--- src/design/bbd_pkg.sv ---
// ----------------------------------------------------------------------------
// Bayer demosaic package
// Shared sizes, register indexes and the job type that passes from the
// front part to the interpolation back part.
// ----------------------------------------------------------------------------
package bbd_pkg;

  localparam int MAX_LINE_PIXELS = 1024;
  localparam int PIXEL_BITS      = 8;
  localparam int MAX_ROWS        = 4096;
  localparam int MIN_SIZE        = 2;

  localparam int COL_BITS    = $clog2(MAX_LINE_PIXELS);
  localparam int ROW_BITS    = $clog2(MAX_ROWS);
  localparam int WIDTH_BITS  = 11;
  localparam int HEIGHT_BITS = 13;

  localparam int CFG_IDX_BITS  = 1;
  localparam int CFG_DATA_BITS = 13;

  localparam logic [CFG_IDX_BITS-1:0] REG_FRAME_WIDTH  = 1'b0;
  localparam logic [CFG_IDX_BITS-1:0] REG_FRAME_HEIGHT = 1'b1;

  localparam logic [WIDTH_BITS-1:0]  WIDTH_RESET  = 11'd390;
  localparam logic [HEIGHT_BITS-1:0] HEIGHT_RESET = 13'd300;

  localparam int QUEUE_DEPTH = 4;
  localparam int QPTR_BITS   = $clog2(QUEUE_DEPTH);
  localparam int QCNT_BITS   = $clog2(QUEUE_DEPTH + 1);

  typedef logic [PIXEL_BITS-1:0] pixel_t;

  // One job covers every result that one input item causes.
  typedef struct packed {
    pixel_t [2:0][2:0] win;
    logic              last_row;
    logic              last_col;
    logic              top_edge;
    logic              left_edge;
    logic              row_odd;
    logic              col_odd;
  } bbd_job_t;

endpackage

--- src/design/bbd_queue.sv ---
// ----------------------------------------------------------------------------
// Bayer demosaic job queue
// A short first-in first-out queue of jobs between the front and back parts.
// ----------------------------------------------------------------------------
module bbd_queue (
  input  logic              clk,
  input  logic              rst_n,
  input  logic              push,
  input  bbd_pkg::bbd_job_t push_job,
  output logic              full,
  input  logic              pop,
  output logic              head_valid,
  output bbd_pkg::bbd_job_t head_job
);

  bbd_pkg::bbd_job_t entry_r [bbd_pkg::QUEUE_DEPTH];
  logic [bbd_pkg::QPTR_BITS-1:0] wr_ptr_r, rd_ptr_r;
  logic [bbd_pkg::QCNT_BITS-1:0] count_r, count_nxt;
  logic do_push, do_pop;

  assign full       = (count_r == bbd_pkg::QCNT_BITS'(bbd_pkg::QUEUE_DEPTH));
  assign head_valid = (count_r != '0);
  assign head_job   = entry_r[rd_ptr_r];
  assign do_push    = push && !full;
  assign do_pop     = pop && head_valid;

  always_comb begin
    count_nxt = count_r;
    if (do_push && !do_pop) begin
      count_nxt = count_r + bbd_pkg::QCNT_BITS'(1);
    end else if (do_pop && !do_push) begin
      count_nxt = count_r - bbd_pkg::QCNT_BITS'(1);
    end
  end

  always_ff @(posedge clk) begin
    if (!rst_n) begin
      wr_ptr_r <= '0;
      rd_ptr_r <= '0;
      count_r  <= '0;
    end else begin
      count_r <= count_nxt;
      if (do_push) begin
        wr_ptr_r <= wr_ptr_r + bbd_pkg::QPTR_BITS'(1);
      end
      if (do_pop) begin
        rd_ptr_r <= rd_ptr_r + bbd_pkg::QPTR_BITS'(1);
      end
    end
  end

  always_ff @(posedge clk) begin
    if (do_push) begin
      entry_r[wr_ptr_r] <= push_job;
    end
  end

endmodule

--- config.mk ---
export PLATFORM = sky130hd
export DESIGN_NAME = bbd_queue
export DESIGN_NICKNAME = d
export VERILOG_FILES = /design/src/design/bbd_pkg.sv /design/src/design/bbd_queue.sv
export SDC_FILE = /design/constraint.sdc
export NUM_CORES = 1
export LEC_CHECK = 0
export BUFFER_PORTS_ARGS = -buffer_cell sky130_fd_sc_hd__buf_2
export CAP_MARGIN = 30
export CORE_MARGIN = 10
export CORE_UTILIZATION = 25
export DETAILED_ROUTE_END_ITERATION = 8
export HOLD_SLACK_MARGIN = 0.08
export PLACE_DENSITY = 0.41
export SLEW_MARGIN = 20
export SYNTH_ARGS = -nofsm -noshare
export SYNTH_HDL_FRONTEND = slang
export SYNTH_SLANG_ARGS = --single-unit
export TNS_END_PERCENT = 5
--- constraint.sdc ---
create_clock -name clk -period 5.7 [get_ports clk]
set_input_delay 0.285 -clock clk [delete_from_list [all_inputs] [get_ports clk]]
set_output_delay 0.285 -clock clk [all_outputs]
set_load 0.01 [all_outputs]
### Yosys cells after proc, flatten, opt, wreduce, memory -nomap -nowiden

Memory sizes are Yosys's and may differ from the RTL's. A register that Yosys moved wholly into a read port is not among the register bits.
Cells that the tools add are included.

* flip-flop bits (word level): 7
* RAM bits: 312
* input bits: 82
* output and inout bits: 80
* logic and storage cells: 24
* memories: 1

* $add $sub $neg: 4
* eq/ne operators: 1
* mux-type cells: 6
* reduce and logical (&&, ||, !) cells: 9

Memory list
* entry_r: depth 4, bits a word 78, read ports 1, clocked after Yosys merged registers in 1, write ports 1, line bbd_queue.sv:16 `bbd_pkg::bbd_job_t entry_r [bbd_pkg::QUEUE_DEPTH];`

Operator list (count)
* $mux W3: 2
* $add A2 B1 Y2 const B: 2
* $logic_and A1 B1 Y1: 4
* $mux W2: 2
* $add A3 B1 Y3 const B: 1
* $eq A3 B3 Y1 const B: 1
* $logic_not A1 Y1: 3
* $reduce_bool A3 Y1: 1
* $sub A3 B1 Y3 const B: 1
* $mux W1: 2
* $reduce_bool A2 Y1: 1

### Logic depth before layout (Yosys ltp)

Gate-level depths: netlist of run 1.

* word-level depth: 7
* depth in mapped cells: 9
* mapped depth without buffers: 8

### Worst setup path after synthesis of run 1

No wires, ideal clock.

* path type: reg2reg
* start: register count_r[0] (netlist name)
* end: memory entry_r[0][0] (netlist name) (enable)
* setup time: 0.445 ns
* arrival: 2.744 ns
* required time: 5.255 ns
* setup slack: 2.511 ns
* stages on the path, launching flop included: 5
* buffers on the path: 1
* clock period less this slack: 3.189 ns
* cell sequence: dfxtp_1 > nor3b_1 > nor2b_1 > clkbuf_1 > and2_1

* longest elaborated chain between the ends: 5

RTL lines
* start: declaration: line bbd_queue.sv:18 `logic [bbd_pkg::QCNT_BITS-1:0] count_r, count_nxt;`
* start signal: assignment: line bbd_queue.sv:42 `count_r <= count_nxt;`
* $eq A3 B3 Y1: line bbd_queue.sv:21 `assign full = (count_r == bbd_pkg::QCNT_BITS'(bbd_pkg::QUEUE_DEPTH));`
* named net full: line bbd_queue.sv:10 `output logic full,`
* $logic_not A1 Y1: line bbd_queue.sv:24 `assign do_push = push && !full;`
* $logic_and A1 B1 Y1: line bbd_queue.sv:24
* named net do_push: line bbd_queue.sv:19 `logic do_push, do_pop;`
* $mux W1: line bbd_queue.sv:53 `if (do_push) begin`
* $mux W1 (implied by the code): line bbd_queue.sv:54 `entry_r[wr_ptr_r] <= push_job;`
* end: declaration: line bbd_queue.sv:16

The timed path passes the listed nets, and every way through them passes these cells.

==> parameters.txt, run 1 <==
Parameter                              Value

Outcome
  Status ... finished, final reports clean

STA
  Clock period minus worst slack ... 2.942 ns
  Pin slew with the least headroom to its limit ... 0.9053 ns
  RSZ-0062 raised after global routing ... no
  Max transition margin ... 39.65%
  Setup_tns ... 0 ns
  Portion of the clock cycle consumed by the worst path in the final layout ... 51.62%
  Final Hold Viols ... 0
  Max Clock Freq ... 0.3399 GHz
  Final setup fails ... 0
  Hold_ws ... 0.2478 ns
  Max-slew violations ... 0
  Final critical-path setup slack ... 2.758 ns
  Layout Skew ... 0.01526 ns

Critical path
  Critical path, cell by cell ... buf_4, mux4_2, buf_2
  Slowest Stage Delay on Critical Path ... 0.65 ns
  CP Launch Type ... register
  WP data required ... 5.41 ns
  Critical-path maximum fanout ... 31
  Cell family with most CP delay ... buffers and inverters
  Count of cells along the worst register-to-register path ... 4
  Total buffers and inverters traversed by the critical path ... 2
  Critical Path AT ... 2.66 ns
  Critical-path top delay cell ... dfxtp_4
  Critical path start-end classification ... register to output pin
  Capturing element type of the critical path ... output pin
  Cell depth of the worst setup path ... 3

Clock network
  Number of setup buffers added after CTS ... 0
  Num CTS Buffers ... 37
  Deepest clock path buffer count ... 3
  Cell at the root of the clock tree ... clkbuf_16
  H-tree Lvls ... 2
  Sink count of the clock tree ... 321
  Clock latency on the worst-skew pair ... 0.53 ns
  Post-cts resize count ... 0
  CTS tree ... done
  Number of hold buffers added after CTS ... 79
  Clock slew seen by the registers of the worst setup and hold paths ... 0.06 ns

Synth
  Per-instance average area after synthesis ... 25.76 um^2
  Net count after synthesis ... 544
  Fraction of post-synthesis cell area in the top cell type by area ... 79.76%
  Count of unique library cells instantiated by Yosys ... 23
  Flip-flop and latch count after synthesis ... 321
  Netlist area before placement ... 0.01175 mm^2
  Proportion of synthesized chip area in sequential cells ... 81.30%
  Cell type contributing the most total cell area after synthesis ... edfxtp_1
  Post-synthesis instance total ... 456
  Top cells by area in the synthesized netlist ... edfxtp_1 80%, mux4_2 15%, dfxtp_1 1.5%
  Yosys warning total ... 0

Detailed routing
  Sum of routed wire length over all layers ... 26.47 mm
  Residual DRC count ... 0
  Total via count after detailed routing ... 5552
  WL per Instance ... 19.50 um
  Via density per instance ... 4.091
  DRT antenna net count ... 0
  Iteration-0 DRC Markers ... 218
  Number of detailed-route iterations in the first pass ... 4

Power and ir drop
  Power consumption ... 6714 uW
  IR drop worst, VDD ... 0.2273 mV
  Power density of the placed cells ... 441.7 mW/mm^2
  Leakage ... 0.005062 uW

Finish
  Final design instance area without fill ... 0.01520 mm^2
  Layout area overhead ... 29.42%
  Final #Nets ... 810
  Ratio of cells with drive above 1 in the final layout ... 40.59%
  Filler cell count in the final layout ... 4467
  Most frequent standard cell in the layout excluding fill and tap cells ... edfxtp_1
  Highest-count cells in the layout ignoring fill and taps ... 312 x edfxtp_1, 161 x buf_2, 79 x dlygate4sd3_1

GRT
  Number of antenna violations at the first check in global routing ... 3
  Maximum number of pins on one net before global-route repair ... 54
  Global-route total usage across every layer ... 9.366%
  Global-route wire length before repair ... 40.25 mm
  Global route total overflow ... 0
  Via count of the first global-routing pass ... 6588

Floorplanning
  Num rows ... 79
  Die Span X ... 236.8 um
  Top Ports ... 162
  Die extent in y ... 236.8 um
  Starting utilization of the core area ... 25.28%
  Placeable Area ... 0.04646 mm^2
  Area enclosed by the die boundary ... 0.05606 mm^2

Placement
  Port-buffer cells ... 161
  Detailed placement HPWL ... 16.22 mm
  Routability Congestion ... 0.6660
  Worst slack at placement ... 2.837 ns
  Standard cell area after detailed placement ... 0.01323 mm^2

Job
  Maximum capacitance violations ... 0

Min path
  Worst hold path class ... input port to register
  Min-Delay Path Depth ... 4
-- final cells by class --
class | count | area, um^2 | share of cell area (%)
flip-flops and latches | 321 | 9557 | 62.86
clock inverters | 19 | 176.4 | 1.160
diodes | 1 | 2.502 | 0.01646
inverters | 3 | 11.26 | 0.07407
repair buffers | 247 | 1649 | 10.85
multi-input cells | 112 | 2041 | 13.42
well taps | 607 | 759.5 | 4.996
clock buffers | 47 | 1006 | 6.617
-- tightest hold or removal path: stages --
cell,delay [ns]
buf_2,0.12
o31ai_1,0.10
xnor2_1,0.08
and2_1,0.15
-- stage by stage --
stage          util, %  std cells
5_1_grt          32.72       1357
3_3_place_gp     28.47       1211
6_report         32.72       1357
3_5_place_dp     28.47       1211
2_1_floorplan        -        456
4_1_cts          32.72       1356
-- kinds of logic (layout without fill, tap and decap cells) --
kind of cell | count (synthesis) | count (layout) | share of synthesized area [%]
buffers and inverters | 23 | 316 | 1.417
xor gates and xnor gates | 4 | 4 | 0.2983
and+or+nand+nor | 17 | 17 | 0.8308
muxes | 81 | 81 | 15.21
other | 0 | 1 | 0
DFF | 321 | 321 | 81.30
AOI/OAI and AO/OA | 4 | 4 | 0.2450
adders and majority gates | 6 | 6 | 0.7030
-- cell usage after synthesis, drive strengths merged --
cell and n:
o21ai 1, and2 8, clkbuf 7, edfxtp 312
xor2 1, ha 5, or3 2, inv 3
nor3b 1, nand2 4, o311ai 1, dfxtp 9
a21boi 1, fa 1, mux2i 3, buf 13
nor2b 2, mux4 78, o31ai 1, xnor2 3
-- routing by layer --
metal  GRT usage, %  vias to the layer above  part of all wire, %
li1               -                     2488                    -
met1          10.74                     2888                   42
met2          16.14                      129                   51
met3          2.767                       43                  5.4
met4          3.629                        4                  2.2
met5              0                        -                 0.10
-- path summary, 6_finish.rpt --
kind / startpoint / end / slack, ns
setup / recovery: register / head_job[68] / 2.76
hold / removal: pop / rd_ptr_r[0] / 0.25
setup reg to reg: count_r[0] / entry_r[0][62] / 2.90
hold reg to reg: wr_ptr_r[1] / wr_ptr_r[1] / 0.50
-- power by group --
| group | internal [uW] | switching, uW |
|---|---|---|
| sequential | 2870 | 122 |
| combinational | 702 | 742 |
| clock | 1390 | 892 |
| total | 4960 | 1760 |
-- flip-flops by register name, indices dropped and copies added, names as in the netlist, named ones only --
register and cells:
count_r 3, entry_r 312, rd_ptr_r 2, wr_ptr_r 2
(Power assumes the default switching activity.)
==> inputs of run 2 (changes only) <==
--- a/config.mk
+++ b/config.mk
@@ -11,7 +11,7 @@
 export CORE_UTILIZATION = 25
 export DETAILED_ROUTE_END_ITERATION = 8
 export HOLD_SLACK_MARGIN = 0.08
-export PLACE_DENSITY = 0.41
+export PLACE_DENSITY = 0.43
 export SLEW_MARGIN = 20
 export SYNTH_ARGS = -nofsm -noshare
 export SYNTH_HDL_FRONTEND = slang
==> constraint.sdc (replaced) <==
create_clock -name clk -period 2.37 [get_ports clk]
set_input_delay 0.1185 -clock clk [delete_from_list [all_inputs] [get_ports clk]]
set_output_delay 0.1185 -clock clk [all_outputs]
set_load 0.01 [all_outputs]
==> run 2 against run 1 <==
Effect of this change:
- first-iteration DRC count up 14%
- clock power rose by 140%
- sequential cell count unchanged
- register-to-register slack lost 2.7 ns
- via count up 0.59%
- critical path depth is the same
==> parameters.txt, run 2 (synthesis results as in run 1) <==
Parameter                              Value

Critical path
  Critical path start-end classification ... register to output pin (unchanged)
  WP data required ... 2.25 ns (was 5.41 ns)
  Flop2flop setup slack ... 0.20 ns (was 2.90 ns)
  Critical Path AT ... 2.14 ns (was 2.66 ns)
  Capturing element type of the critical path ... output pin (unchanged)
  Critical-path maximum fanout ... 38 (was 31)
  CP Launch Type ... register (unchanged)

Clock network
  Cell at the root of the clock tree ... clkbuf_16 (unchanged)
  Sink count of the clock tree ... 321 (unchanged)
  H-tree Lvls ... 2 (unchanged)
  Clock slew seen by the registers of the worst setup and hold paths ... 0.05 ns (was 0.06 ns)
  Deepest clock path buffer count ... 3 (unchanged)
  Num CTS Buffers ... 36 (was 37)
  Clock latency on the worst-skew pair ... 0.53 ns (about the same)
  CTS tree ... done (unchanged)

Finish
  Final #Nets ... 816 (was 810)
  Flip-flop count of the largest register after layout ... 312 (unchanged)
  Highest-count cells in the layout ignoring fill and taps ... 312 x edfxtp_1, 156 x buf_2, 80 x dlygate4sd3_1 (was 312 x edfxtp_1, 161 x buf_2, 79 x dlygate4sd3_1)
  Layout area overhead ... 31.44% (was 29.42%)
  Final design instance area without fill ... 0.01544 mm^2 (was 0.01520 mm^2)
  Diode insertion count for antenna repair ... 0 (was 1)
  Ratio of cells with drive above 1 in the final layout ... 40.82% (was 40.59%)
  Most frequent standard cell in the layout excluding fill and tap cells ... edfxtp_1 (unchanged)
  Reg with most FFs ... entry_r (unchanged)
  Leading registers by flop count ... entry_r x312, count_r x3 (unchanged)

Job
  Maximum capacitance violations ... 0 (unchanged)

STA
  RSZ-0062 raised after global routing ... yes (was no)
  Portion of the clock cycle consumed by the worst path in the final layout ... 95.22%
  Layout Skew ... 0.01047 ns (was 0.01526 ns)
  Final Hold Viols ... 0 (unchanged)
  Max transition margin ... 59.13% (was 39.65%)
  Pin slew with the least headroom to its limit ... 0.6054 ns (was 0.9053 ns)
  Max Clock Freq ... 0.4431 GHz
  Setup_tns ... 0 ns (unchanged)
  Clock period minus worst slack ... 2.257 ns
  Max-slew violations ... 0 (unchanged)
  Final setup fails ... 0 (unchanged)

Floorplanning
  Area enclosed by the die boundary ... 0.05606 mm^2 (unchanged)
  Die Span X ... 236.8 um (unchanged)
  Die extent in y ... 236.8 um (unchanged)
  Num rows ... 79 (unchanged)
  Starting utilization of the core area ... 25.28% (unchanged)
  Placeable Area ... 0.04646 mm^2 (unchanged)
  Top Ports ... 162 (unchanged)

Placement
  Standard cell area after detailed placement ... 0.01342 mm^2 (was 0.01323 mm^2)
  Port-buffer cells ... 161 (unchanged)
  Routability Congestion ... 0.6997 (was 0.6660)
  Detailed placement HPWL ... 15.49 mm (was 16.22 mm)

Power and ir drop
  Leakage ... 0.005139 uW (was 0.005062 uW)
  Power density of the placed cells ... 1058 mW/mm^2 (was 441.7 mW/mm^2)
  IR drop worst, VDD ... 0.5849 mV (was 0.2273 mV)

Min path
  Worst hold path class ... input port to register (unchanged)

GRT
  Maximum number of pins on one net before global-route repair ... 41 (was 54)
  Global-route total usage across every layer ... 8.725% (was 9.366%)
  Number of antenna violations at the first check in global routing ... 0 (was 3)
  Via count of the first global-routing pass ... 6480 (was 6588)
  Global route total overflow ... 0 (unchanged)
  Global-route wire length before repair ... 37.58 mm (was 40.25 mm)

Detailed routing
  Via density per instance ... 4.110 (was 4.091)
  DRT antenna net count ... 0 (unchanged)
  Total via count after detailed routing ... 5585 (was 5552)
  Residual DRC count ... 0 (unchanged)
  Iteration-0 DRC Markers ... 248 (was 218)
  WL per Instance ... 18.10 um (was 19.50 um)
  Sum of routed wire length over all layers ... 24.60 mm (was 26.47 mm)
  Number of detailed-route iterations in the first pass ... 4 (unchanged)

Outcome
  Status ... finished, final reports clean (unchanged)
## run 2: cell types whose count changed in the layout (fill, tap and decap cells not counted), sizes merged
cell	delta
buf	+6
bufinv	+2
clkbuf	-1
clkinv	-4
clkinvlp	-1
diode	-1
dlygate4sd3	+1
## run 2: worst max-delay path: stages, from the launching register on
cell and delay [ns]:
dfxtp_4 0.51, buf_16 0.32, mux4_2 0.59, buf_6 0.14
## run 2: repair_timing
action                                  in CTS  in global routing
endpoints found under the hold margin      321                  0
gates resized for setup                      1                  6
endpoints found under the setup margin       2                  9
hold buffers                                80                  0
setup buffers                                0                  0
## run 2: layout make-up
cell class	count	area, um^2
Tap cell	607	759.5
Fill cell	4406	31020
Clock buffer	46	959.7
Multi-Input combinational cell	112	2046
Clock inverter	16	214.0
Timing Repair Buffer	254	1893
Inverter	3	11.26
Sequential cell	321	9557
## run 2: where the power goes
group | internal [uW] | total [uW] | leakage [uW] | switching [uW]
Sequential | 6890 | 7120 | 0.00293 | 225
Combinational | 1870 | 3720 | 0.00163 | 1850
Clock | 3410 | 5500 | 0.000570 | 2090
## run 2: final timing paths
check / from / end / cells after the start
worst max-delay path: register / head_job[51] / 3
worst min-delay path: push / wr_ptr_r[1] / 4
worst max register to register: count_r[0] / count_r[2] / 8
worst min register to register: wr_ptr_r[0] / wr_ptr_r[0] / 2
## run 2: routing by layer
metal  global-route usage [%]  share of wire (%)  vias to the layer above  wire length, um
met5                        0                  0                        -                0
met4                    3.880                2.9                        0              712
met3                    2.362                5.1                       44             1256
met2                    15.35                 52                      131            12790
met1                    9.695                 40                     2913             9843
li1                         -                  -                     2497                -
## run 2: stage by stage
stage          utilization, %  hold WS [ns]  std cells  worst slack, ns  power [uW]
6_report                33.23        0.1655       1359           0.1132       16340
5_1_grt                 33.23        0.1507       1359         -0.01864       17190
4_1_cts                 33.16        0.1149       1359          0.01294       16700
3_5_place_dp            28.89        0.3363       1217           0.1189       10960
3_3_place_gp            28.89        0.3260       1217           0.2333       10860
2_1_floorplan               -        0.2174        456          -0.8191        9530
