[src/design/bbd_pkg.sv]
// ----------------------------------------------------------------------------
// Bayer demosaic package
// Shared sizes, register indexes and the job type that passes from the
// front part to the interpolation back part.
// ----------------------------------------------------------------------------
package bbd_pkg;

  localparam int MAX_LINE_PIXELS = 1024;
  localparam int PIXEL_BITS      = 8;
  localparam int MAX_ROWS        = 4096;
  localparam int MIN_SIZE        = 2;

  localparam int COL_BITS    = $clog2(MAX_LINE_PIXELS);
  localparam int ROW_BITS    = $clog2(MAX_ROWS);
  localparam int WIDTH_BITS  = 11;
  localparam int HEIGHT_BITS = 13;

  localparam int CFG_IDX_BITS  = 1;
  localparam int CFG_DATA_BITS = 13;

  localparam logic [CFG_IDX_BITS-1:0] REG_FRAME_WIDTH  = 1'b0;
  localparam logic [CFG_IDX_BITS-1:0] REG_FRAME_HEIGHT = 1'b1;

  localparam logic [WIDTH_BITS-1:0]  WIDTH_RESET  = 11'd390;
  localparam logic [HEIGHT_BITS-1:0] HEIGHT_RESET = 13'd300;

  localparam int QUEUE_DEPTH = 4;
  localparam int QPTR_BITS   = $clog2(QUEUE_DEPTH);
  localparam int QCNT_BITS   = $clog2(QUEUE_DEPTH + 1);

  typedef logic [PIXEL_BITS-1:0] pixel_t;

  // One job covers every result that one input item causes.
  typedef struct packed {
    pixel_t [2:0][2:0] win;
    logic              last_row;
    logic              last_col;
    logic              top_edge;
    logic              left_edge;
    logic              row_odd;
    logic              col_odd;
  } bbd_job_t;

endpackage

[src/design/bbd_back.sv]
// ----------------------------------------------------------------------------
// Bayer demosaic back part
// Steps through the one, two or four sites of each job, interpolates the
// missing colors and holds each result in the output register.
// ----------------------------------------------------------------------------
module bbd_back (
  input  logic                           clk,
  input  logic                           rst_n,
  input  logic                           job_valid,
  input  bbd_pkg::bbd_job_t              job,
  output logic                           job_pop,
  output logic                           out_valid,
  input  logic                           out_stall,
  output logic [bbd_pkg::PIXEL_BITS-1:0] out_red,
  output logic [bbd_pkg::PIXEL_BITS-1:0] out_green,
  output logic [bbd_pkg::PIXEL_BITS-1:0] out_blue,
  output logic                           out_end_of_line,
  output logic                           out_end_of_frame,
  output logic                           out_last_of_run
);

  localparam int SUM2_BITS = bbd_pkg::PIXEL_BITS + 1;
  localparam int SUM4_BITS = bbd_pkg::PIXEL_BITS + 2;

  logic [1:0] k_r, k_nxt;
  logic       bot, rgt, last, load;
  logic [1:0] cr, cc, up, dn, lf, rt;
  logic       odd_row, odd_col;
  logic [SUM2_BITS-1:0] hor, ver;
  logic [SUM4_BITS-1:0] dia, hv;
  bbd_pkg::pixel_t ctr, red_s, green_s, blue_s;
  logic out_valid_r, out_valid_nxt;
  bbd_pkg::pixel_t red_r, green_r, blue_r;
  logic eol_r, eof_r, lor_r;

  always_comb begin
    bot  = job.last_row ? k_r[0] : 1'b0;
    rgt  = job.last_row ? k_r[1] : k_r[0];
    last = (bot == job.last_row) && (rgt == job.last_col);
    cr   = bot ? 2'd2 : 2'd1;
    cc   = rgt ? 2'd2 : 2'd1;
    up   = bot ? 2'd1 : (job.top_edge ? 2'd2 : 2'd0);
    dn   = bot ? 2'd1 : 2'd2;
    lf   = rgt ? 2'd1 : (job.left_edge ? 2'd2 : 2'd0);
    rt   = rgt ? 2'd1 : 2'd2;
    odd_row = bot ? ~job.row_odd : job.row_odd;
    odd_col = rgt ? ~job.col_odd : job.col_odd;
    ctr  = job.win[cr][cc];
    hor  = {1'b0, job.win[cr][lf]} + {1'b0, job.win[cr][rt]};
    ver  = {1'b0, job.win[up][cc]} + {1'b0, job.win[dn][cc]};
    dia  = SUM4_BITS'({1'b0, job.win[up][lf]} + {1'b0, job.win[up][rt]})
         + SUM4_BITS'({1'b0, job.win[dn][lf]} + {1'b0, job.win[dn][rt]});
    hv   = SUM4_BITS'(hor) + SUM4_BITS'(ver);
    unique case ({odd_row, odd_col})
      2'b00: begin
        red_s   = hor[SUM2_BITS-1:1];
        green_s = ctr;
        blue_s  = ver[SUM2_BITS-1:1];
      end
      2'b01: begin
        red_s   = ctr;
        green_s = hv[SUM4_BITS-1:2];
        blue_s  = dia[SUM4_BITS-1:2];
      end
      2'b10: begin
        red_s   = dia[SUM4_BITS-1:2];
        green_s = hv[SUM4_BITS-1:2];
        blue_s  = ctr;
      end
      default: begin
        red_s   = ver[SUM2_BITS-1:1];
        green_s = ctr;
        blue_s  = hor[SUM2_BITS-1:1];
      end
    endcase
  end

  assign load    = job_valid && (!out_valid_r || !out_stall);
  assign job_pop = load && last;

  always_comb begin
    k_nxt = k_r;
    if (load) begin
      k_nxt = last ? 2'd0 : k_r + 2'd1;
    end
    out_valid_nxt = out_valid_r && out_stall;
    if (load) begin
      out_valid_nxt = 1'b1;
    end
  end

  always_ff @(posedge clk) begin
    if (!rst_n) begin
      k_r         <= 2'd0;
      out_valid_r <= 1'b0;
    end else begin
      k_r         <= k_nxt;
      out_valid_r <= out_valid_nxt;
    end
  end

  always_ff @(posedge clk) begin
    if (load) begin
      red_r   <= red_s;
      green_r <= green_s;
      blue_r  <= blue_s;
      eol_r   <= rgt;
      eof_r   <= rgt && bot;
      lor_r   <= last;
    end
  end

  assign out_valid        = out_valid_r;
  assign out_red          = red_r;
  assign out_green        = green_r;
  assign out_blue         = blue_r;
  assign out_end_of_line  = eol_r;
  assign out_end_of_frame = eof_r;
  assign out_last_of_run  = lor_r;

endmodule

[config.mk]
export PLATFORM = sky130hd
export DESIGN_NAME = bbd_back
export DESIGN_NICKNAME = d
export VERILOG_FILES = /design/src/design/bbd_pkg.sv /design/src/design/bbd_back.sv
export SDC_FILE = /design/constraint.sdc
export NUM_CORES = 1
export LEC_CHECK = 0
export BUFFER_PORTS_ARGS = -buffer_cell sky130_fd_sc_hd__buf_2
export CELL_PAD_IN_SITES_DETAIL_PLACEMENT = 2
export CELL_PAD_IN_SITES_GLOBAL_PLACEMENT = 2
export CORE_ASPECT_RATIO = 0.9
export CORE_MARGIN = 2
export CORE_UTILIZATION = 35
export DETAILED_ROUTE_END_ITERATION = 6
export GPL_TIMING_DRIVEN = 0
export PLACE_DENSITY_LB_ADDON = 0.1
export SLEW_MARGIN = 20
export SYNTH_ARGS = -nofsm -noshare
export SYNTH_HDL_FRONTEND = slang
export SYNTH_SLANG_ARGS = --single-unit
[constraint.sdc]
create_clock -name clk -period 7.8 [get_ports clk]
set_input_delay 0.78 -clock clk [delete_from_list [all_inputs] [get_ports clk]]
set_output_delay 0.78 -clock clk [all_outputs]
set_load 0.02 [all_outputs]
# --- Yosys cells after proc, flatten, opt, wreduce, memory -nomap -nowiden ---
# Index checks and enable logic that the tools add are counted.
word_totals:
  register_bits: 30
  in_bits: 82
  output_inout_bits: 29
op_classes:
  addsub: 7
  magnitude_cmp: 6
  n_eq_ne: 4
  muxes: 41
  n_bitwise: 2
  reduce_logical: 10
ops:
  columns: ["operator", "count"]
  rows:
  - ["24-bit binary-select mux with 2-bit select", 3]
  - ["8-bit binary-select mux with 2-bit select", 9]
  - ["8-bit 2-to-1 mux", 10]
  - ["24-bit 2-to-1 mux", 3]
  - ["8-bit one-hot mux with 3 select lines", 2]
  - ["8-bit by 8-bit adder with 9-bit output", 4]
  - ["9-bit by 9-bit adder with 10-bit output", 2]
  - ["2-bit by 3-bit < comparator with 1-bit output, second input constant", 6]
  - ["2-bit 2-to-1 mux", 9]
  - ["1-bit logical AND", 5]
  - ["1-bit 2-to-1 mux", 5]
  - ["2-bit by 1-bit adder with 2-bit output, second input constant", 1]
  - ["1-bit == test", 2]
  - ["2-bit by 1-bit == test with 1-bit output, second input constant", 1]
  - ["2-bit == test, second input constant", 1]
  - ["1-bit logical NOT", 2]
  - ["2-bit logical NOT", 1]
  - ["1-bit inverter", 2]
  - ["2-bit OR reduction", 1]
  - ["1-bit logical OR", 1]

# --- Longest topological paths before layout ---
# Gate-level depths: netlist of the first run.
logic_depth:
  depth_word: 9
  mapped_depth: 21
  depth_no_buf: 18

# --- Worst setup path before layout of the first run ---
# Ideal clock, no wire load.
synth_path:
  path_type: "input -> register"
  startpoint: "input port job[5] (netlist name)"
  endpoint: "register blue_r[5] (netlist: out_blue[5]) (data pin)"
  setup_ns: 0.263
  t_arrival_ns: 4.465
  path_slack_ns: 3.072
  stages: 16
  n_path_buf: 2
  cell_sequence: "mux2i_4 > inv_1 > buf_2 > nor2_1 > clkbuf_1 > a31oi_1 > fa_1 > fa_1 > nand3_1 > fa_1 > nor2b_1 > o31a_1 > o31a_1 > a21oi_1 > a221oi_1 > a21oi_1"
synth_between:
  elab_chain_cells: 9
synth_rtl:
  columns: ["item", "line", "rtl"]
  rows:
  - ["start: declaration", "bbd_back.sv:10", "input bbd_pkg::bbd_job_t job,"]
  - ["1-bit 2-to-1 mux", "bbd_back.sv:37", "bot = job.last_row ? k_r[0] : 1'b0;"]
  - ["2-bit 2-to-1 mux, on equally long branches", "bbd_back.sv:42, bbd_back.sv:43", null]
  - ["24-bit binary-select mux with 2-bit select, on equally long branches", "bbd_back.sv:50, bbd_back.sv:51, bbd_back.sv:52", null]
  - ["24-bit 2-to-1 mux, on equally long branches", "bbd_back.sv:50, bbd_back.sv:51, bbd_back.sv:52", null]
  - ["8-bit binary-select mux with 2-bit select, on equally long branches", "bbd_back.sv:51, bbd_back.sv:52", null]
  - ["8-bit 2-to-1 mux, on equally long branches", "bbd_back.sv:51, bbd_back.sv:52", null]
  - ["8-bit by 8-bit adder with 9-bit output, on equally long branches", "bbd_back.sv:51, bbd_back.sv:52", null]
  - ["9-bit by 9-bit adder with 10-bit output", "bbd_back.sv:52", "+ SUM4_BITS'({1'b0, job.win[dn][lf]} + {1'b0, job.win[dn][rt]});"]
  - ["8-bit one-hot mux with 3 select lines *", "bbd_back.sv:54", "unique case ({odd_row, odd_col})"]
  - ["via blue_s[5]", "bbd_back.sv:31", "bbd_pkg::pixel_t ctr, red_s, green_s, blue_s;"]
  - ["end signal: assignment", "bbd_back.sv:106", "blue_r <= blue_s;"]
  - ["end: declaration", "bbd_back.sv:33", "bbd_pkg::pixel_t red_r, green_r, blue_r;"]
# Mark *: on every way through the listed nets, which the timed path passes. The rest lies on a longest branch. The select of a mux whose other input is x is not followed.
# A chain may end at the register's enable or synchronous reset.

# --- Final worst setup path of the first run ---
# Ends and elaborated chain as after synthesis.

==> results of run 1 <==
-- worst max-delay path: cells and delay by family --
| kind | cells | cell delay [ns] |
|---|---|---|
| adders and majority gates | 3 | 1.58 |
| buffers and inverters | 4 | 1.27 |
| AOI/OAI and AO/OA | 6 | 1.25 |
| and+or+nand+nor | 3 | 0.59 |
| muxes | 1 | 0.48 |
-- report_power, final --
part / leakage, nW / internal (mW) / total [mW] / switching, mW
logic: 2.43 / 0.502 / 1.29 / 0.793
registers: 0.290 / 0.247 / 0.260 / 0.0137
clock network: 0.0683 / 0.117 / 0.191 / 0.0748
total: 2.79 / 0.865 / 1.75 / 0.881
-- layout make-up --
type                       instances  area (µm²)
fill                            1711        8120
multi-input combinational        522        3850
sequential                        30         871
timing repair buffer             109         546
tap                              193         241
inverter                          47         176
buffer                            38         165
clock buffer                       6         129
clock inverter                     2        8.76
-- path summary, 6_finish.rpt --
check	to
hold reg to reg	out_valid
setup / recovery	out_blue[5]
hold / removal	out_valid
setup reg to reg	out_blue[5]
-- cells in the final DEF (no fill, tap or decap), types with 4 or more instances in the layout --
cell,netlist,final
buf_2,12,121
nand2_1,77,77
nor2_1,69,69
mux2i_1,63,63
o21ai_0,53,53
a21oi_1,48,48
inv_1,46,45
ha_1,35,35
edfxtp_1,27,27
clkbuf_1,25,26
fa_1,18,18
xnor2_1,14,14
a31oi_1,13,13
nor3_1,11,11
a221oi_1,10,10
mux4_2,9,9
o21a_1,7,7
nand3_1,7,7
a21o_1,6,6
xor2_1,6,6
nand2b_1,5,5
o211ai_1,5,5
o31a_1,5,5
mux2_2,5,5
clkbuf_16,0,5
a311oi_1,4,4
nor2b_1,4,4
a2bb2oi_1,4,4
a222oi_1,4,4
a22oi_1,4,4
nand3b_1,4,4
-- layer usage --
| layer | up-vias | wire length [µm] | global-route usage [%] |
|---|---|---|---|
| li1 | 2538 | - | - |
| met1 | 2763 | 9380 | 37.2 |
| met2 | 146 | 11000 | 50.8 |
| met3 | 30 | 783 | 3.53 |
| met4 | 0 | 360 | 6.58 |
| met5 | - | 0 | 0 |
-- registers in the layout, indices dropped and copies added, names as in the netlist --
| register | cells |
|---|---|
| out_end_of_line | 1 |
| k_r | 2 |
| out_green | 8 |
| out_last_of_run | 1 |
| out_valid | 1 |
| out_blue | 8 |
| out_end_of_frame | 1 |
| out_red | 8 |
-- cells by family after synthesis --
logic type	synth area share, %
xor+xnor	3.46
compound gates	23.1
flops	17.2
fa+ha+maj	15.8
simple gates	15.7
mux	18.0
buf+inv	6.74
==> impl_metrics.csv, run 1 <==
group,metric,value,unit
synth,synth_commonest_cells,"77 x nand2_1, 69 x nor2_1, 63 x mux2i_1",
synth,synth_top_area_share,16.0,%
floorplan,initial_core_util,35.9,%
global_route,grt_pass1_vias,6066,
cts,cts_resized,0,
critical_path,worst_r2r_path_depth,17,
synth,ys_seq_elements,30,
cts,cts.path.max_buffers,2,
routing,drc_errors,0,
outcome,status,"finished clean",
timing,slew_viol_final,0,
cts,cts_hold_buf,0,
routing,ant_nets,0,
final_layout,stdcell_area,0.00599,mm²
timing,min_period_over_period,76.4,%
cts,cts_root_buffer,"clkbuf_16",
placement,dp_cells,939,
critical_path,regToRegStartpoint,"k_r[0]",
routing,vias_per_cell,5.78,
floorplan,io-pin-count,111,
synth,syn_inst,637,
synth,syn_avg_cell_area,7.95,µm²
floorplan,die_height,118,µm
routing,drt_wl_total,21.5,mm
global_route,overflow,0,
routing,first_pass_iters,5,
synth,yosys_warnings,0,
final_layout,finalCoreUtilization,42.5,%
global_route,grt_max_degree,30,
cts,clkLatencyLatePin,0.29,ns
placement,portBuffers,109,
routing,wire_per_inst,22.7,µm
synth,synth.most_common_cell,"nand2_1",
final_layout,nets,888,
critical_path,worstSetupStartpointType,"input pin",
pwr,power_density,292,mW/mm²
timing,slew_headroom,37.4,%
synth,yosysSeqAreaShare,17.2,%
floorplan,fp-row-count,41,
pwr,power.total,1.75,mW
placement,globalplace.congestion,0.859,
hold_path,hold_depth,2,
routing,dr_total_vias,5477,
synth,netlist-cell-type-count,52,
final_layout,layout-drive-gt1-share,20.0,%
critical_path,crit_type,"input pin to register",
global_route,grtUsageTotal,28.8,%
critical_path,cp.arrival,5.99,ns
timing,max_clock_freq,0.168,GHz
timing,finalClockSkew,0.00212,ns
timing,grt_setup_unrepaired,"no",
synth,synth_edf_count,27,
floorplan,die_w,131,µm
timing,tns,0,ns
timing,setup_ws,1.84,ns
final_layout,area_growth,18.3,%
pwr,p_leak,2.79,nW
pwr,ir_drop,0.000107,V
hold_path,hp-start,"out_valid",
timing,period_needed,5.96,ns
routing,initialDrtViolationCount,350,
critical_path,cpMaxStageDelayCell,"fa_1",
critical_path,slowest_delay,0.57,ns
placement,place_hpwl,17.5,mm
cts,cts_buffers,5,
cts,cts_tree,"done",
synth,async_flop_share,0,%
critical_path,crit_path_end_kind,"register",
critical_path,worstPathCellList,"buf_2 > mux2i_4 > inv_1 > buf_2 > nor2_1 > clkbuf_1 > a31oi_1 > fa_1 > fa_1 > nand3_1 > fa_1 > nor2b_1 > o31a_1 > o31a_1 > a21oi_1 > a221oi_1 > a21oi_1",
timing,hold_violations,0,
global_route,grt_pass1_wl,33.8,mm
critical_path,crit_top_cell,"fa_1",
final_layout,stdcell_count,947,
synth,synth_area,0.00507,mm²
synth,ys_top_cells_by_area,"edfxtp_1 16%, mux2i_1 12%, ha_1 8.6%",
cts,path_clk_slew,0.05,ns
placement,dp_slack,1.65,ns
synth,synth_fp_nets,772,
critical_path,crit_fanout,10,
synth,yosysTopAreaCell,"edfxtp_1",
timing,setup_viol,0,
critical_path,worst-endpoint-required,7.82,ns
hold_path,hp-class,"register to register",
cts,cts_num_sinks,30,
floorplan,die_area,0.0155,mm²
critical_path,r2r_setup_slack,2.10,ns
timing,worstMarginPinSlew,0.939,ns
floorplan,coreArea,0.0141,mm²
placement,place_area,0.00585,mm²
cts,cts-htree-levels,2,
critical_path,crit_path_start,"job[5]",
final_layout,antennaDiodeCount,0,
cts,postCtsSetupBuffers,0,
flow_run,cap_violations,0,
global_route,grt_antenna_before_repair,0,
timing,hold_slack,0.551,ns
synth,synth_ff_type,"edfxtp_1",
Power figures use the tool's default switching activity.
==> run 2, diff against run 1 <==
ABC_AREA = 1   (was not set)
CORE_UTILIZATION = 27   (was 35)
clock period = 5 ns   (was 7.8 ns; I/O delays follow)
==> impl_metrics.csv, run 2 <==
group,metric,value,unit
outcome,status,"finished clean",
final_layout,final_cell_mix,"178 x nand2_1, 119 x buf_2, 117 x inv_1, 75 x o21ai_0, 52 x nor2_1",
floorplan,initial_core_util,27.6,%
synth,yosysTopAreaCell,"edfxtp_1",
synth,synth_top_family_by_area,"simple AND/OR/NAND/NOR gates",
placement,dp_slack,-0.180,ns
critical_path,regToRegStartpoint,"k_r[0]",
routing,first_pass_iters,5,
synth,async_flop_share,0,%
critical_path,crit_path_start,"job[5]",
global_route,overflow,0,
floorplan,die_height,134,µm
synth,synth_edf_count,27,
floorplan,fp-row-count,47,
synth,syn_inst,770,
synth,synth_compound_area_share,22.4,%
pwr,power_density,478,mW/mm²
timing,setup_viol,0,
floorplan,coreArea,0.0184,mm²
flow_run,cap_violations,0,
synth,synth_fa_ha_area_share,15.7,%
pwr,ir_drop,0.000287,V
synth,ys_seq_elements,30,
global_route,grt_util_met2,40.3,%
placement,portBuffers,110,
cts,clkLatencyLatePin,0.29,ns
routing,dr_total_vias,5865,
synth,synth_commonest_cells,"178 x nand2_1, 118 x inv_1, 77 x o21ai_0",
cts,cts_buffers,5,
synth,muxShareOfSynthArea,3.74,%
synth,synth_ff_type,"edfxtp_1",
final_layout,antennaDiodeCount,0,
routing,initialDrtViolationCount,237,
timing,slew_viol_final,0,
global_route,busiest_layer,"met2",
global_route,grt_antenna_before_repair,0,
timing,setup_ws,0.247,ns
global_route,grt_max_degree,29,
synth,yosys.area_share.simple,25.9,%
critical_path,crit_fanout,10,
synth,synth_top_area_share,15.9,%
final_layout,area_growth,20.1,%
final_layout,fillerInstances,2281,
final_layout,final_common_cell,"nand2_1",
placement,globalplace.congestion,0.897,
routing,wire_per_inst,20.6,µm
final_layout,layout-drive-gt1-share,19.4,%
cts,path_clk_slew,0.05,ns
routing,vias_per_cell,5.19,
cts,cts_num_sinks,30,
synth,synth.most_common_cell,"nand2_1",
critical_path,r2r_setup_slack,0.28,ns
global_route,grt_use_met1,33.6,%
hold_path,hp-class,"input pin to register",
critical_path,crit_path_end_kind,"register",
placement,place_hpwl,20.2,mm
synth,yosys_warnings,0,
synth,netlist-cell-type-count,48,
synth,synth_area,0.00508,mm²
timing,max_clock_freq,0.210,GHz
critical_path,reg2reg_to,"out_green[6]",
timing,grt_setup_unrepaired,"no",
cts,cts_root_buffer,"clkbuf_16",
routing,drt_wl_total,23.3,mm
critical_path,crit_type,"input pin to register",
cts,cts-htree-levels,2,
synth,syn_avg_cell_area,6.60,µm²
floorplan,die_w,149,µm
synth,synth_fp_nets,905,
critical_path,cp.arrival,4.74,ns
cts,cts_tree,"done",
timing,slew_headroom,45.4,%
timing,min_period_over_period,95.1,%
timing,finalClockSkew,0.0101,ns
final_layout,nets,1020,
critical_path,worstSetupStartpointType,"input pin",
critical_path,worst_r2r_path_depth,25,
routing,drc_errors,0,
global_route,use_met3,3.40,%
routing,ant_nets,0,
global_route,grt_pass1_wl,36.3,mm
pwr,p_leak,3.07,nW
synth,ys_top_cells_by_area,"edfxtp_1 16%, nand2_1 13%, inv_1 8.7%",
timing,period_needed,4.75,ns
synth,yosysSeqAreaShare,17.1,%
synth,synth-xor-area-share,2.56,%
global_route,grtUsageTotal,24.1,%
cts,cts_hold_buf,0,
pwr,power.total,2.92,mW
global_route,grt_pass1_vias,6253,
timing,hold_violations,0,
floorplan,io-pin-count,111,
critical_path,crit_path_end,"out_green[6]",
cts,cts.path.max_buffers,2,
timing,worstMarginPinSlew,0.816,ns
floorplan,die_area,0.0199,mm²
critical_path,worst-endpoint-required,4.99,ns
==> run 2: metal layers <==
metal	vias up	routed length, µm
met5	-	0
li1	2796	-
met3	17	918
met1	2913	11200
met4	0	337
met2	139	10900
==> run 2: worst min-delay path by stage <==
stage | from | end | depth (start not counted)
global placement | out_valid | out_valid | 2
detailed placement | out_valid | out_valid | 2
CTS | job_valid | out_valid | 3
finish | job_valid | out_valid | 3
global route | job_valid | out_valid | 3
floorplan | k_r[0] | k_r[0] | 2
==> run 2: logic make-up (layout without fill, tap and decap cells) <==
logic type,count (synthesis),in the layout
flops,30,30
mux,19,19
xor+xnor,14,14
simple gates,305,305
fa+ha+maj,53,53
buf+inv,154,270
compound gates,195,195
==> run 2: critical path, stage by stage <==
cell and delay [ns]:
buf_2 0.15, nand2_2 0.14, buf_6 0.19, nand2_1 0.11, clkbuf_4 0.25, o21ai_0 0.50, o21ai_0 0.30, ha_1 0.42
nand2_1 0.10, inv_1 0.07, nand4_1 0.07, nand3_1 0.09, or2_2 0.29, nand2_1 0.08, inv_1 0.09, ha_1 0.37
nand2_1 0.09, o21a_1 0.18, nand2_1 0.12, nand2_1 0.08, nand2_1 0.08, nand2_1 0.08, nand2_1 0.06, nand2_1 0.06
nand3_1 0.07, o21ai_0 0.16
==> run 2: final cells by class <==
class / instances / area [µm²] / share of cell area, %
Multi-Input combinational cell: 586 / 3590 / 58.8
Sequential cell: 30 / 872 / 14.3
Timing Repair Buffer: 111 / 558 / 9.14
Inverter: 124 / 465 / 7.62
Tap cell: 245 / 307 / 5.02
Buffer: 27 / 168 / 2.75
Clock buffer: 7 / 143 / 2.34
Clock inverter: 1 / 5.00 / 0.0820
==> run 2: timing repair <==
item,4_1_cts,5_1_grt
setup buffers,0,1
pin swaps,0,1
endpoints found under the setup margin,1,11
gates resized for setup,0,12
==> run 2: through the flow <==
stage / TNS, ns / hold WS, ns / util [%] / cells / cell area, µm²
after floorplan: 0 / 0.552 / - / 770 / 5080
after global placement: -0.0185 / 0.472 / 32.3 / 1125 / 5940
after detailed placement: -0.357 / 0.491 / 32.3 / 1125 / 5940
after CTS: 0 / 0.482 / 33.1 / 1132 / 6080
after global routing: 0 / 0.483 / 33.2 / 1131 / 6110
final: 0 / 0.482 / 33.2 / 1131 / 6110
==> run 2: where the power goes <==
group / leakage [nW] / internal (mW) / switching [mW]
logic: 2.71 / 0.774 / 1.43
clock network: 0.0739 / 0.197 / 0.117
registers: 0.290 / 0.387 / 0.0179
